[src/design/rrq_pkg.sv]
`default_nettype none

package rrq_pkg;

	// action codes of an input item
	typedef enum logic [1:0] {
		ACT_ENQUEUE = 2'd0,
		ACT_POLL    = 2'd1,
		ACT_REPLY   = 2'd2,
		ACT_TICK    = 2'd3
	} action_t;

	// configuration register indexes
	localparam logic [0:0] CFG_REPLY_TIMEOUT = 1'b0;
	localparam logic [0:0] CFG_SEND_ATTEMPTS = 1'b1;

	localparam int          CFG_DATA_BITS     = 16;
	localparam logic [15:0] TIMEOUT_RESET     = 16'd250;
	localparam logic [3:0]  ATTEMPTS_RESET    = 4'd2;
	localparam logic [15:0] SAT_16            = 16'hFFFF;
	localparam int          WORD_BITS         = 64;

	typedef struct packed {
		action_t     action;
		logic [63:0] request_word;
		logic        slot_window_open;
	} req_item_t;

	typedef struct packed {
		logic        send_valid;
		logic [63:0] send_word;
		logic        busy_res;
		logic        enqueue_accepted;
		logic [2:0]  queued_count;
		logic [15:0] timeout_total;
	} res_item_t;

	typedef struct packed {
		logic [15:0] reply_timeout_ms;
		logic [3:0]  send_attempts;
	} cfg_t;

endpackage

`default_nettype wire

[src/design/request_retry_queue.sv]
// Request retry queue: a stop-and-wait sender holding up to RING_DEPTH request
// packets of ENTRY_BITS bits in a ring. Each item (enqueue, poll, reply or
// millisecond tick) gives exactly one result item. The item is registered on
// entry; the queue state is updated and the result is registered as it
// moves on from that register, which a held result can delay. send_word comes
// from the ring RAM's registered read port in step with the result
// register. One item is taken every cycle while the result side keeps
// up. Configuration (reply timeout, send attempts) is written through
// cfg_we/cfg_index/cfg_data with no handshake and must only change while
// no item is in flight. Ring entries hold no reset value; only packets that
// were enqueued are ever sent, and send_word reads zero when send_valid is low.
`default_nettype none

module request_retry_queue #(
	parameter int RING_DEPTH = 4,
	parameter int ENTRY_BITS = 64
) (
	input  wire logic                              clk,
	input  wire logic                              arst_n,
	// request channel
	input  wire logic                              req_valid,
	output      logic                              req_ready,
	input  wire rrq_pkg::req_item_t                req,
	// result channel
	output      logic                              res_valid,
	input  wire logic                              res_ready,
	output      rrq_pkg::res_item_t                res,
	// configuration writes
	input  wire logic                              cfg_we,
	input  wire logic [0:0]                        cfg_index,
	input  wire logic [rrq_pkg::CFG_DATA_BITS-1:0] cfg_data
);

	rrq_pkg::cfg_t      cfg_q;
	rrq_pkg::req_item_t req_s1;
	rrq_pkg::res_item_t core_res;
	rrq_pkg::res_item_t res_s2;
	logic               valid_s1, valid_s2;
	logic               adv_s2, fire_s1, req_fire;
	logic [ENTRY_BITS-1:0] rd_data;

	// result stage frees when empty or taken; the input stage moves on then
	assign adv_s2    = !valid_s2 || res_ready;
	assign fire_s1   = valid_s1 && adv_s2;
	assign req_ready = !valid_s1 || fire_s1;
	assign req_fire  = req_valid && req_ready;

	// configuration registers
	always_ff @(posedge clk or negedge arst_n) begin
		if (!arst_n) begin
			cfg_q.reply_timeout_ms <= rrq_pkg::TIMEOUT_RESET;
			cfg_q.send_attempts    <= rrq_pkg::ATTEMPTS_RESET;
		end else if (cfg_we) begin
			unique case (cfg_index)
				rrq_pkg::CFG_REPLY_TIMEOUT: cfg_q.reply_timeout_ms <= cfg_data[15:0];
				rrq_pkg::CFG_SEND_ATTEMPTS: cfg_q.send_attempts    <= cfg_data[3:0];
			endcase
		end
	end

	// stage valids
	always_ff @(posedge clk or negedge arst_n) begin
		if (!arst_n) begin
			valid_s1 <= 1'b0;
			valid_s2 <= 1'b0;
		end else begin
			if (req_fire) begin
				valid_s1 <= 1'b1;
			end else if (fire_s1) begin
				valid_s1 <= 1'b0;
			end
			if (fire_s1) begin
				valid_s2 <= 1'b1;
			end else if (res_ready) begin
				valid_s2 <= 1'b0;
			end
		end
	end

	// payload registers
	always_ff @(posedge clk) begin
		if (req_fire) begin
			req_s1 <= req;
		end
		if (fire_s1) begin
			res_s2 <= core_res;
		end
	end

	rrq_core #(
		.RING_DEPTH(RING_DEPTH),
		.ENTRY_BITS(ENTRY_BITS)
	) u_core (
		.clk    (clk),
		.arst_n (arst_n),
		.fire   (fire_s1),
		.item   (req_s1),
		.cfg    (cfg_q),
		.res    (core_res),
		.rd_data(rd_data)
	);

	// the RAM read data register only loads on a send, so it holds under stall
	always_comb begin
		res           = res_s2;
		res.send_word = res_s2.send_valid ? rrq_pkg::WORD_BITS'(rd_data) : '0;
	end

	assign res_valid = valid_s2;

	a_ready_blocked: assert property (@(posedge clk) disable iff (!arst_n)
		!req_ready |-> valid_s1 && valid_s2 && !res_ready)
		else $error("input stalled with room downstream");

endmodule

`default_nettype wire

[src/design/rrq_ram.sv]
`default_nettype none

module rrq_ram #(
	parameter int WIDTH = 64,
	parameter int DEPTH = 4
) (
	input  wire logic                     clk,
	input  wire logic                     wr_en,
	input  wire logic [$clog2(DEPTH)-1:0] wr_addr,
	input  wire logic [WIDTH-1:0]         wr_data,
	input  wire logic                     rd_en,
	input  wire logic [$clog2(DEPTH)-1:0] rd_addr,
	output      logic [WIDTH-1:0]         rd_data
);

	logic [WIDTH-1:0] mem_q [DEPTH];

	always_ff @(posedge clk) begin
		if (wr_en) begin
			mem_q[wr_addr] <= wr_data;
		end
		if (rd_en) begin
			rd_data <= mem_q[rd_addr];
		end
	end

endmodule

`default_nettype wire

[src/design/rrq_core.sv]
`default_nettype none

// Queue state and the per-item update; ring entries live in a RAM whose
// registered read lines up with the result register of the top level.
module rrq_core #(
	parameter int RING_DEPTH = 4,
	parameter int ENTRY_BITS = 64
) (
	input  wire logic                  clk,
	input  wire logic                  arst_n,
	input  wire logic                  fire,
	input  wire rrq_pkg::req_item_t    item,
	input  wire rrq_pkg::cfg_t         cfg,
	output      rrq_pkg::res_item_t    res,
	output      logic [ENTRY_BITS-1:0] rd_data
);

	localparam int AW    = $clog2(RING_DEPTH);
	localparam int CNT_W = $clog2(RING_DEPTH + 1);

	logic [AW-1:0]    head_q, tail_q;
	logic [CNT_W-1:0] held_q;
	logic [3:0]       attempts_q;
	logic [15:0]      elapsed_q, dropped_q;

	logic [AW-1:0]    head_d, tail_d;
	logic [CNT_W-1:0] held_d;
	logic [3:0]       attempts_d;
	logic [15:0]      elapsed_d, dropped_d;

	logic             sent, accepted, wr_en;
	logic [CNT_W+2:0] held_ext;

	function automatic logic [AW-1:0] next_slot(input logic [AW-1:0] s);
		next_slot = (s == AW'(RING_DEPTH - 1)) ? '0 : s + 1'b1;
	endfunction

	always_comb begin
		head_d     = head_q;
		tail_d     = tail_q;
		held_d     = held_q;
		attempts_d = attempts_q;
		elapsed_d  = elapsed_q;
		dropped_d  = dropped_q;
		sent       = 1'b0;
		accepted   = 1'b0;
		wr_en      = 1'b0;
		case (item.action)
			rrq_pkg::ACT_ENQUEUE: begin
				if (held_q != CNT_W'(RING_DEPTH)) begin
					wr_en    = fire;
					tail_d   = next_slot(tail_q);
					held_d   = held_q + 1'b1;
					accepted = 1'b1;
				end
			end
			rrq_pkg::ACT_POLL: begin
				if (!item.slot_window_open && elapsed_q >= cfg.reply_timeout_ms) begin
					if (attempts_q != 4'd0) begin
						attempts_d = attempts_q - 4'd1;
						// last attempt spent: drop the head and count it
						if (attempts_d == 4'd0 && held_q != '0) begin
							held_d = held_q - 1'b1;
							head_d = next_slot(head_q);
							if (dropped_q != rrq_pkg::SAT_16) begin
								dropped_d = dropped_q + 16'd1;
							end
						end
					end
					if (attempts_d == 4'd0 && held_d != '0) begin
						attempts_d = (cfg.send_attempts == 4'd0) ? 4'd1 : cfg.send_attempts;
					end
					if (attempts_d != 4'd0) begin
						if (held_d != '0) begin
							sent      = 1'b1;
							elapsed_d = '0;
						end else begin
							attempts_d = 4'd0;
						end
					end
				end
			end
			rrq_pkg::ACT_REPLY: begin
				attempts_d = 4'd0;
				if (held_q != '0) begin
					held_d = held_q - 1'b1;
					head_d = next_slot(head_q);
				end
			end
			default: begin
				if (elapsed_q != rrq_pkg::SAT_16) begin
					elapsed_d = elapsed_q + 16'd1;
				end
			end
		endcase
	end

	always_ff @(posedge clk or negedge arst_n) begin
		if (!arst_n) begin
			head_q     <= '0;
			tail_q     <= '0;
			held_q     <= '0;
			attempts_q <= '0;
			elapsed_q  <= '0;
			dropped_q  <= '0;
		end else if (fire) begin
			head_q     <= head_d;
			tail_q     <= tail_d;
			held_q     <= held_d;
			attempts_q <= attempts_d;
			elapsed_q  <= elapsed_d;
			dropped_q  <= dropped_d;
		end
	end

	// head_d is the slot to send after any drop on this item
	rrq_ram #(
		.WIDTH(ENTRY_BITS),
		.DEPTH(RING_DEPTH)
	) u_ring (
		.clk    (clk),
		.wr_en  (wr_en),
		.wr_addr(tail_q),
		.wr_data(item.request_word[ENTRY_BITS-1:0]),
		.rd_en  (fire && sent),
		.rd_addr(head_d),
		.rd_data(rd_data)
	);

	assign held_ext = (CNT_W + 3)'(held_d);

	always_comb begin
		res                  = '0;
		res.send_valid       = sent;
		res.busy_res         = (attempts_d != 4'd0);
		res.enqueue_accepted = accepted;
		res.queued_count     = held_ext[2:0];
		res.timeout_total    = dropped_d;
	end

	a_held_bound: assert property (@(posedge clk) disable iff (!arst_n)
		held_q <= CNT_W'(RING_DEPTH))
		else $error("ring count above depth");

	a_busy_has_head: assert property (@(posedge clk) disable iff (!arst_n)
		attempts_q != 4'd0 |-> held_q != '0)
		else $error("waiting for a reply with an empty ring");

	a_slots_agree: assert property (@(posedge clk) disable iff (!arst_n)
		(held_q == '0 || held_q == CNT_W'(RING_DEPTH)) |-> head_q == tail_q)
		else $error("head and tail disagree with count");

	a_send_busy: assert property (@(posedge clk) disable iff (!arst_n)
		fire && sent |=> attempts_q != 4'd0)
		else $error("send without awaiting a reply");

endmodule

`default_nettype wire
[config.mk]
export PLATFORM = sky130hd
export DESIGN_NAME = request_retry_queue
export DESIGN_NICKNAME = d
export VERILOG_FILES = /design/src/design/rrq_pkg.sv /design/src/design/request_retry_queue.sv /design/src/design/rrq_ram.sv /design/src/design/rrq_core.sv
export SDC_FILE = /design/constraint.sdc
export NUM_CORES = 1
export LEC_CHECK = 0
export ABC_AREA = 1
export BUFFER_PORTS_ARGS = -buffer_cell sky130_fd_sc_hd__buf_2
export CORE_MARGIN = 4
export CORE_UTILIZATION = 42
export CTS_CLUSTER_DIAMETER = 50
export DETAILED_ROUTE_END_ITERATION = 16
export HOLD_SLACK_MARGIN = 0.08
export PLACE_DENSITY = 0.65
export SLEW_MARGIN = 20
export SYNTH_ARGS = -nofsm -noshare
export SYNTH_HDL_FRONTEND = slang
export SYNTH_HIERARCHICAL = 1
export SYNTH_SLANG_ARGS = --single-unit
[constraint.sdc]
create_clock -name clk -period 17.6 [get_ports clk]
set_clock_uncertainty 0.2 [all_clocks]
set_input_delay 0.88 -clock clk [delete_from_list [all_inputs] [get_ports clk]]
set_output_delay 0.88 -clock clk [all_outputs]
set_load 0.02 [all_outputs]
==> summary.txt, run 1 <==
Run status
  • Status: complete, no violations

Routing
  • WL met3: 2.68 mm
  • Post-route DRC: 0
  • Total number of vias: around 14000
  • Detail-routed via count per cell: 4.70
  • Antenna-violating nets left: 0
  • Pre-antenna DRT Iters: 5
  • Met2 Routed Length: approximately 22 mm
  • M1 WL: 18.7 mm
  • Initial drt markers: 1013
  • Drt wl/cell: between 15 and 20 um
  • DR top layer: met4
  • Drt total wl: roughly 45 mm

Floorplanning
  • I/O pin cnt: between 150 and 200
  • Num rows: slightly above 80
  • Die span in x: 231 um
  • Die height: ~230 um
  • Die area: 53300 um^2
  • Core area: ~50000 um^2
  • Initial Utilization: between 40% and 50%

Power and ir drop
  • Sw Ratio: a little over a quarter
  • Clk pwr share: between 30% and 40%
  • Sw Pwr: 0.745 mW
  • Max VDD drop: roughly 0.00008 V
  • Int Pwr: around 2.0 mW
  • Reg power frac: a little under 50%
  • P_leak: 11.2 nW
  • Combinational Power Share: between 10% and 20%
  • Pwr/cell area: ~110 nW/um^2

Setup path
  • CP Class: flop to flop
  • Crit-path cells: inv_1 > ha_1 > nand2_1 > nor2_1 > nand2_1 > nand2_1 > nand2_1 > nand3_1 > nand2_2 > clkinv_1 > nand2_1 > nand2_1 > nand3_1 > a21boi_4 > buf_4 > inv_2 > buf_4 > nand3_1 > nand2_1
  • CP required: 17.71 ns
  • Setup crit start: cfg_q[11]
  • CP Capture Type: flop
  • Slowest-stage cell, CP: buf_4
  • CP max FO: 65
  • Slowest stage delay, CP: between 0.7 and 0.8 ns
  • Critical Path AT: roughly 5.0 ns
  • CP dominant cell by count: nand2_1
  • CP startpoint kind: flop
  • R2r startpoint: cfg_q[11]

GRT
  • Largest net degree at the start of global routing: between 100 and 150
  • First-pass GRT wire length: about 71 mm
  • Vias in the first global route: around 14000
  • Initial antenna violation count: 0
  • Remaining Overflow, GRT: 0
  • GRT Total Usage: 16.6%

Timing
  • Fmax: about 200 MHz
  • Final Cycle Share: 27.6%
  • Final Max Slew Viols: 0
  • Fin Setup TNS: 0 ns
  • Final setup viols: 0
  • Worst Tran Pin Value: around 0.93 ns
  • Worst slew margin: 38.0%
  • Hold WS: between 0.2 and 0.25 ns
  • RSZ-0062 raised after global routing: false
  • Post-layout minimum cycle time: 4.86 ns
  • Final Hold Fails: 0

Final layout
  • Layout Nets: roughly 2300
  • Multi-input logic area: 5070 um^2
  • Fill cell count: 4364
  • Seq. cell area: roughly 14000 um^2
  • Antenna cells: 0
  • Ratio of cells with drive above 1 in the final layout: 14.2%
  • Area delta synth->final: 15.3%

Place
  • I/O Buffers: between 150 and 200
  • Routability cong.: 0.831
  • Hpwl dp: 27.3 mm

Clock tree
  • Num CTS Buffers: 52
  • Root buffer cell: clkbuf_16
  • Number of H-tree levels: 2
  • Post-CTS sizing: 0
  • Post-CTS Setup Bufs: 0
  • Worst-Skew Late Latency: 0.61 ns
  • Reg clk slew, reported paths: 0.06 ns
  • CTS max path bufs: 3
  • Sink Count: approximately 470
  • CTS tree: yes
  • # hold bufs at CTS: 0

Worst hold path
  • Hold WC Path Type: input port to flop
  • Worst hold start: req[34]

Run
  • Max Cap Violations: 0

Yosys
  • Syn. warnings: 6
  • Post-Syn Area: 20900 um^2
  • Syn nets: 2156
  • Syn avg cell area: just over 10 um^2
  • Cells after synthesis: between 2000 and 2500
[final cells by class]
type | instances | area share (%)
Clock buffer | 57 | 5.49
Clock inverter | 32 | 1.22
Inverter | 411 | 6.44
Multi-Input combinational cell | 1083 | 21.1
Sequential cell | 474 | 57.9
Tap cell | 664 | 3.46
Timing Repair Buffer | 196 | 4.40
[placed cells by master (no fill, tap or decap), types with 5 or more instances in the layout]
| master | instances |
|---|---|
| a21oi_1 | 12 |
| and2_1 | 5 |
| buf_2 | 176 |
| buf_4 | 17 |
| clkbuf_1 | 5 |
| clkbuf_16 | 52 |
| clkinv_1 | 7 |
| clkinv_2 | 15 |
| dfrtp_1 | 58 |
| dfstp_2 | 7 |
| edfxtp_1 | 409 |
| ha_1 | 29 |
| inv_1 | 403 |
| inv_2 | 5 |
| nand2_1 | 650 |
| nand2_2 | 7 |
| nand2_4 | 5 |
| nand3_1 | 196 |
| nand4_1 | 11 |
| nor2_1 | 46 |
| nor3_1 | 17 |
| o21ai_0 | 52 |
| xor2_1 | 18 |
[per-stage QoR]
step                      power [mW]  utilization, %  cell area (um^2)  std cells  worst slack [ns]
final                           2.74            49.0             24000       2917             12.74
after global routing            2.88            49.0             24000       2917             12.39
after CTS                       2.77            48.9             24000       2916             12.58
after detailed placement        1.75            45.6             22400       2827             12.64
after global placement          1.73            45.6             22400       2827             12.76
after floorplan                 1.64               -             20900       2038              9.91
[registers in the layout, indices dropped and copies added (netlist names)]
register and count:
u_core/elapsed_q 16, u_core/attempts_q 4, u_core/u_ring/rd_data 64, cfg_q 20, u_core/held_q 3, u_core/u_ring/mem_q 256
valid_s1 1, res_valid 1, u_core/head_q 2, req_s1 67, u_core/dropped_q 16, u_core/tail_q 2
res 22
[critical path, delay by kind of cell (launching register included)]
family                   cells  cell delay [ns]
adder cells (fa/ha/maj)      1             0.30
buffers and inverters        5             1.90
AO/OA/AOI/OAI                1             0.16
AND/OR/NAND/NOR             12             1.41
flip-flops                   1             0.52
[worst paths after layout]
check	to	slack, ns	cells after the start
max in group asynchronous	u_core/tail_q[1]	16.32	2
min	req_s1[34]	0.23	1
min in group asynchronous	u_core/dropped_q[10]	0.28	2
max reg2reg	u_core/u_ring/rd_data[61]	12.74	19
min reg2reg	u_core/u_ring/mem_q[3][47]	0.26	0
max	u_core/u_ring/rd_data[61]	12.74	19
[power groups by stage]
stage                     sequential, mW  clock (mW)  combinational [mW]
after CTS                           1.33        1.04               0.396
after global placement              1.35           0               0.380
after global routing                1.34        1.09               0.446
final                               1.33        1.02               0.392
after floorplan                     1.36           0               0.286
after detailed placement            1.36           0               0.394
[routing by layer]
layer	track usage (%)	vias to the layer above
met1	20.7	6427
li1	-	6825
met2	29.3	386
met4	5.53	0
met5	0	-
met3	3.02	79
(Power assumes the default switching activity.)
==> run 2: changes to the inputs <==
PLACE_DENSITY = 0.68   (was 0.65)
clock period = 4.3 ns   (was 17.6 ns; I/O delays follow)
==> run 2 against run 1 <==
Effect of this change: maximum frequency is 25% higher; register-to-register slack worse by 12 ns; setup slack worse by 12 ns; flip-flop and latch count stayed put; sequential power grew to 4.1 times the previous value; largest cell class unchanged; combinational power grew to 4.5 times the previous value; die area stayed put; non-clock buffer count is 140 higher; first-iteration DRC count is 6.0% lower; cell count is 4.9% higher.
==> summary.txt, run 2 (synthesis results as in run 1) <==
Run
  • Max Cap Violations: 0 (unchanged)

Power and ir drop
  • Sw Ratio: 27.5% (was 27.2%)
  • Reg power frac: 48.3% (was 48.6%)
  • Int Pwr: 8.21 mW (was 2.00 mW)
  • Clk pwr share: 36.2% (was 37.0%)
  • Pwr/cell area: 445 nW/um^2 (was 114 nW/um^2)
  • P_leak: 11.8 nW (was 11.2 nW)
  • Max VDD drop: 0.000330 V (was 0.0000813 V)
  • Combinational Power Share: 15.5% (was 14.3%)
  • Sw Pwr: 3.11 mW (was 0.745 mW)

Floorplanning
  • Die span in x: 231 um (unchanged)
  • Num rows: 81 (unchanged)
  • Core area: 49100 um^2 (unchanged)
  • I/O pin cnt: 177 (unchanged)
  • Die height: 231 um (unchanged)
  • Die area: 53300 um^2 (unchanged)
  • Initial Utilization: 42.5% (unchanged)

Setup path
  • Slowest-stage cell, CP: dfrtp_1 (was buf_4)
  • CP max FO: 128 (was 65)
  • CP top delay family: simple AND/OR/NAND/NOR gates (was buffers and inverters)
  • WP buf/inv: 2 (was 5)
  • Critical Path AT: 4.04 ns (was 4.97 ns)
  • Crit-path cells: ha_1 > nand4_1 > nor3_1 > nand3_1 > nand3_1 > nand2_2 > clkinv_1 > nand2_1 > nand2_1 > nand3_1 > a21boi_4 > buf_12 > nand2_1 > nand3_1 > nand2_1 (was inv_1 > ha_1 > nand2_1 > nor2_1 > nand2_1 > nand2_1 > nand2_1 > nand3_1 > nand2_2 > clkinv_1 > nand2_1 > nand2_1 > nand3_1 > a21boi_4 > buf_4 > inv_2 > buf_4 > nand3_1 > nand2_1)
  • Worst R2R Path Depth: 15 (was 19)
  • CP Class: flop to flop (unchanged)
  • Worst path depth: 15 (was 19)
  • Slowest stage delay, CP: 0.44 ns (was 0.71 ns)
  • CP Capture Type: flop (unchanged)
  • CP startpoint kind: flop (unchanged)
  • CP required: 4.44 ns (was 17.71 ns)

Timing
  • Final setup viols: 0 (unchanged)
  • Fmax: 257 MHz (was 206 MHz)
  • Fin Setup TNS: 0 ns (unchanged)
  • RSZ-0062 raised after global routing: false (unchanged)
  • Final Cycle Share: 90.6% (was 27.6%)
  • Final Hold Fails: 0 (unchanged)
  • Worst slew margin: 36.1% (was 38.0%)
  • Worst Tran Pin Value: 0.958 ns (was 0.929 ns)
  • Final Max Slew Viols: 0 (unchanged)
  • Post-layout minimum cycle time: 3.90 ns (was 4.86 ns)

Final layout
  • Max reg flops: 256 (unchanged)
  • Layout Nets: 2475 (was 2336)
  • Area delta synth->final: 22.1% (was 15.3%)
  • Fill cell count: 4211 (was 4364)
  • Seq. cell area: 13900 um^2 (unchanged)
  • Final Util: 51.9% (was 49.0%)
  • Largest regs: u_core/u_ring/mem_q: 256 flops, req_s1: 67 flops, u_core/u_ring/rd_data: 64 flops (unchanged)
  • Fin cells: 3061 (was 2917)
  • Multi-input logic area: 5090 um^2 (was 5070 um^2)
  • Most common cell after layout, fill and taps aside: nand2_1 (unchanged)
  • Ratio of cells with drive above 1 in the final layout: 13.2% (was 14.2%)
  • Most flops, register: u_core/u_ring/mem_q (unchanged)
  • Commonest cells after routing, fill and taps aside: nand2_1 (650), edfxtp_1 (409), inv_1 (403), nand3_1 (196), buf_2 (175) (was nand2_1 (650), edfxtp_1 (409), inv_1 (403), nand3_1 (196), buf_2 (176))

Clock tree
  • CTS tree: yes (unchanged)
  • CTS max path bufs: 3 (unchanged)
  • Num CTS Buffers: 51 (was 52)
  • Root buffer cell: clkbuf_16 (unchanged)
  • Sink Count: 474 (unchanged)
  • Worst-Skew Late Latency: 0.60 ns (was 0.61 ns)
  • Number of H-tree levels: 2 (unchanged)
  • Reg clk slew, reported paths: 0.06 ns (about the same)

Routing
  • Drt wl/cell: 15.4 um (was 15.3 um)
  • Drt total wl: 47.2 mm (was 44.8 mm)
  • Pre-antenna DRT Iters: 5 (unchanged)
  • Total number of vias: 14500 (was 13700)
  • Initial drt markers: 952 (was 1013)
  • Detail-routed via count per cell: 4.73 (was 4.70)
  • Post-route DRC: 0 (unchanged)
  • Antenna-violating nets left: 0 (unchanged)

GRT
  • First-pass GRT wire length: 74.8 mm (was 70.6 mm)
  • Initial antenna violation count: 1 (was 0)
  • Remaining Overflow, GRT: 0 (unchanged)
  • Largest net degree at the start of global routing: 129 (was 105)
  • Vias in the first global route: 14200 (was 13500)
  • GRT Total Usage: 17.6% (was 16.6%)

Run status
  • Status: complete, no violations (unchanged)

Place
  • I/O Buffers: 176 (unchanged)
  • Placed Instances: 2831 (was 2827)
  • Hpwl dp: 27.5 mm (was 27.3 mm)
  • Routability cong.: 0.877 (was 0.831)

Worst hold path
  • Worst hold path depth: 2 (was 1)
  • Hold WC Path Type: input port to flop (unchanged)
## run 2: area by class of cell
cell class / instances / area share (%)
diodes: 1 / 0.00983
flip-flops and latches: 474 / 54.7
multi-input cells: 1083 / 20.0
repair buffers: 336 / 9.78
clock buffers: 65 / 5.26
inverters: 411 / 6.08
clock inverters: 27 / 0.939
well taps: 664 / 3.26
## run 2: final timing paths
path | from | to | slack, ns
max | u_core/elapsed_q[11] | u_core/u_ring/rd_data[60] | 0.40
min | req[26] | req_s1[26] | 0.12
max reg2reg | u_core/elapsed_q[11] | u_core/u_ring/rd_data[60] | 0.40
min reg2reg | cfg_q[6] | cfg_q[6] | 0.28
max in group asynchronous | arst_n | cfg_q[1] | 2.59
min in group asynchronous | arst_n | cfg_q[17] | 0.50
## run 2: through the flow
step	area [um^2]	hold WS, ns	power [mW]	setup WS (ns)
finish	25500	0.124	11.3	0.404
global route	25500	0.0964	11.9	0.156
CTS	25400	0.0819	11.4	0.506
detailed placement	22500	0.193	7.20	0.511
global placement	22500	0.192	7.14	0.560
floorplan	20900	-0.281	6.73	0.309
## run 2: worst reg2reg max path: cells and delay by family (launching register included)
kind / cells / cell delay (ns)
buffers and inverters: 2 / 0.49
AO/OA/AOI/OAI: 1 / 0.26
flip-flops: 1 / 0.44
adder cells (fa/ha/maj): 1 / 0.35
AND/OR/NAND/NOR: 11 / 1.89
## run 2: layer usage
layer  vias up  wire length, um  GRT usage [%]
li1       7113                -              -
met1      6830            19900           22.7
met2       419            23000           30.2
met3       115             2660           3.08
met4         0             1610           6.26
met5         -                0              0
## run 2: power groups by stage
stage | logic (mW) | registers, mW | clock network (mW)
detailed placement | 1.64 | 5.56 | 0
global placement | 1.59 | 5.55 | 0
floorplan | 1.18 | 5.55 | 0
finish | 1.76 | 5.47 | 4.10
CTS | 1.75 | 5.47 | 4.19
global route | 1.98 | 5.49 | 4.41
## run 2: timing repair
item                                   in CTS  in global routing
setup endpoints to repair                   0                  0
endpoints found under the hold margin     125                 36
hold buffers                              136                  1
gates resized for setup                     0                  0
buffers inserted                            0                  0
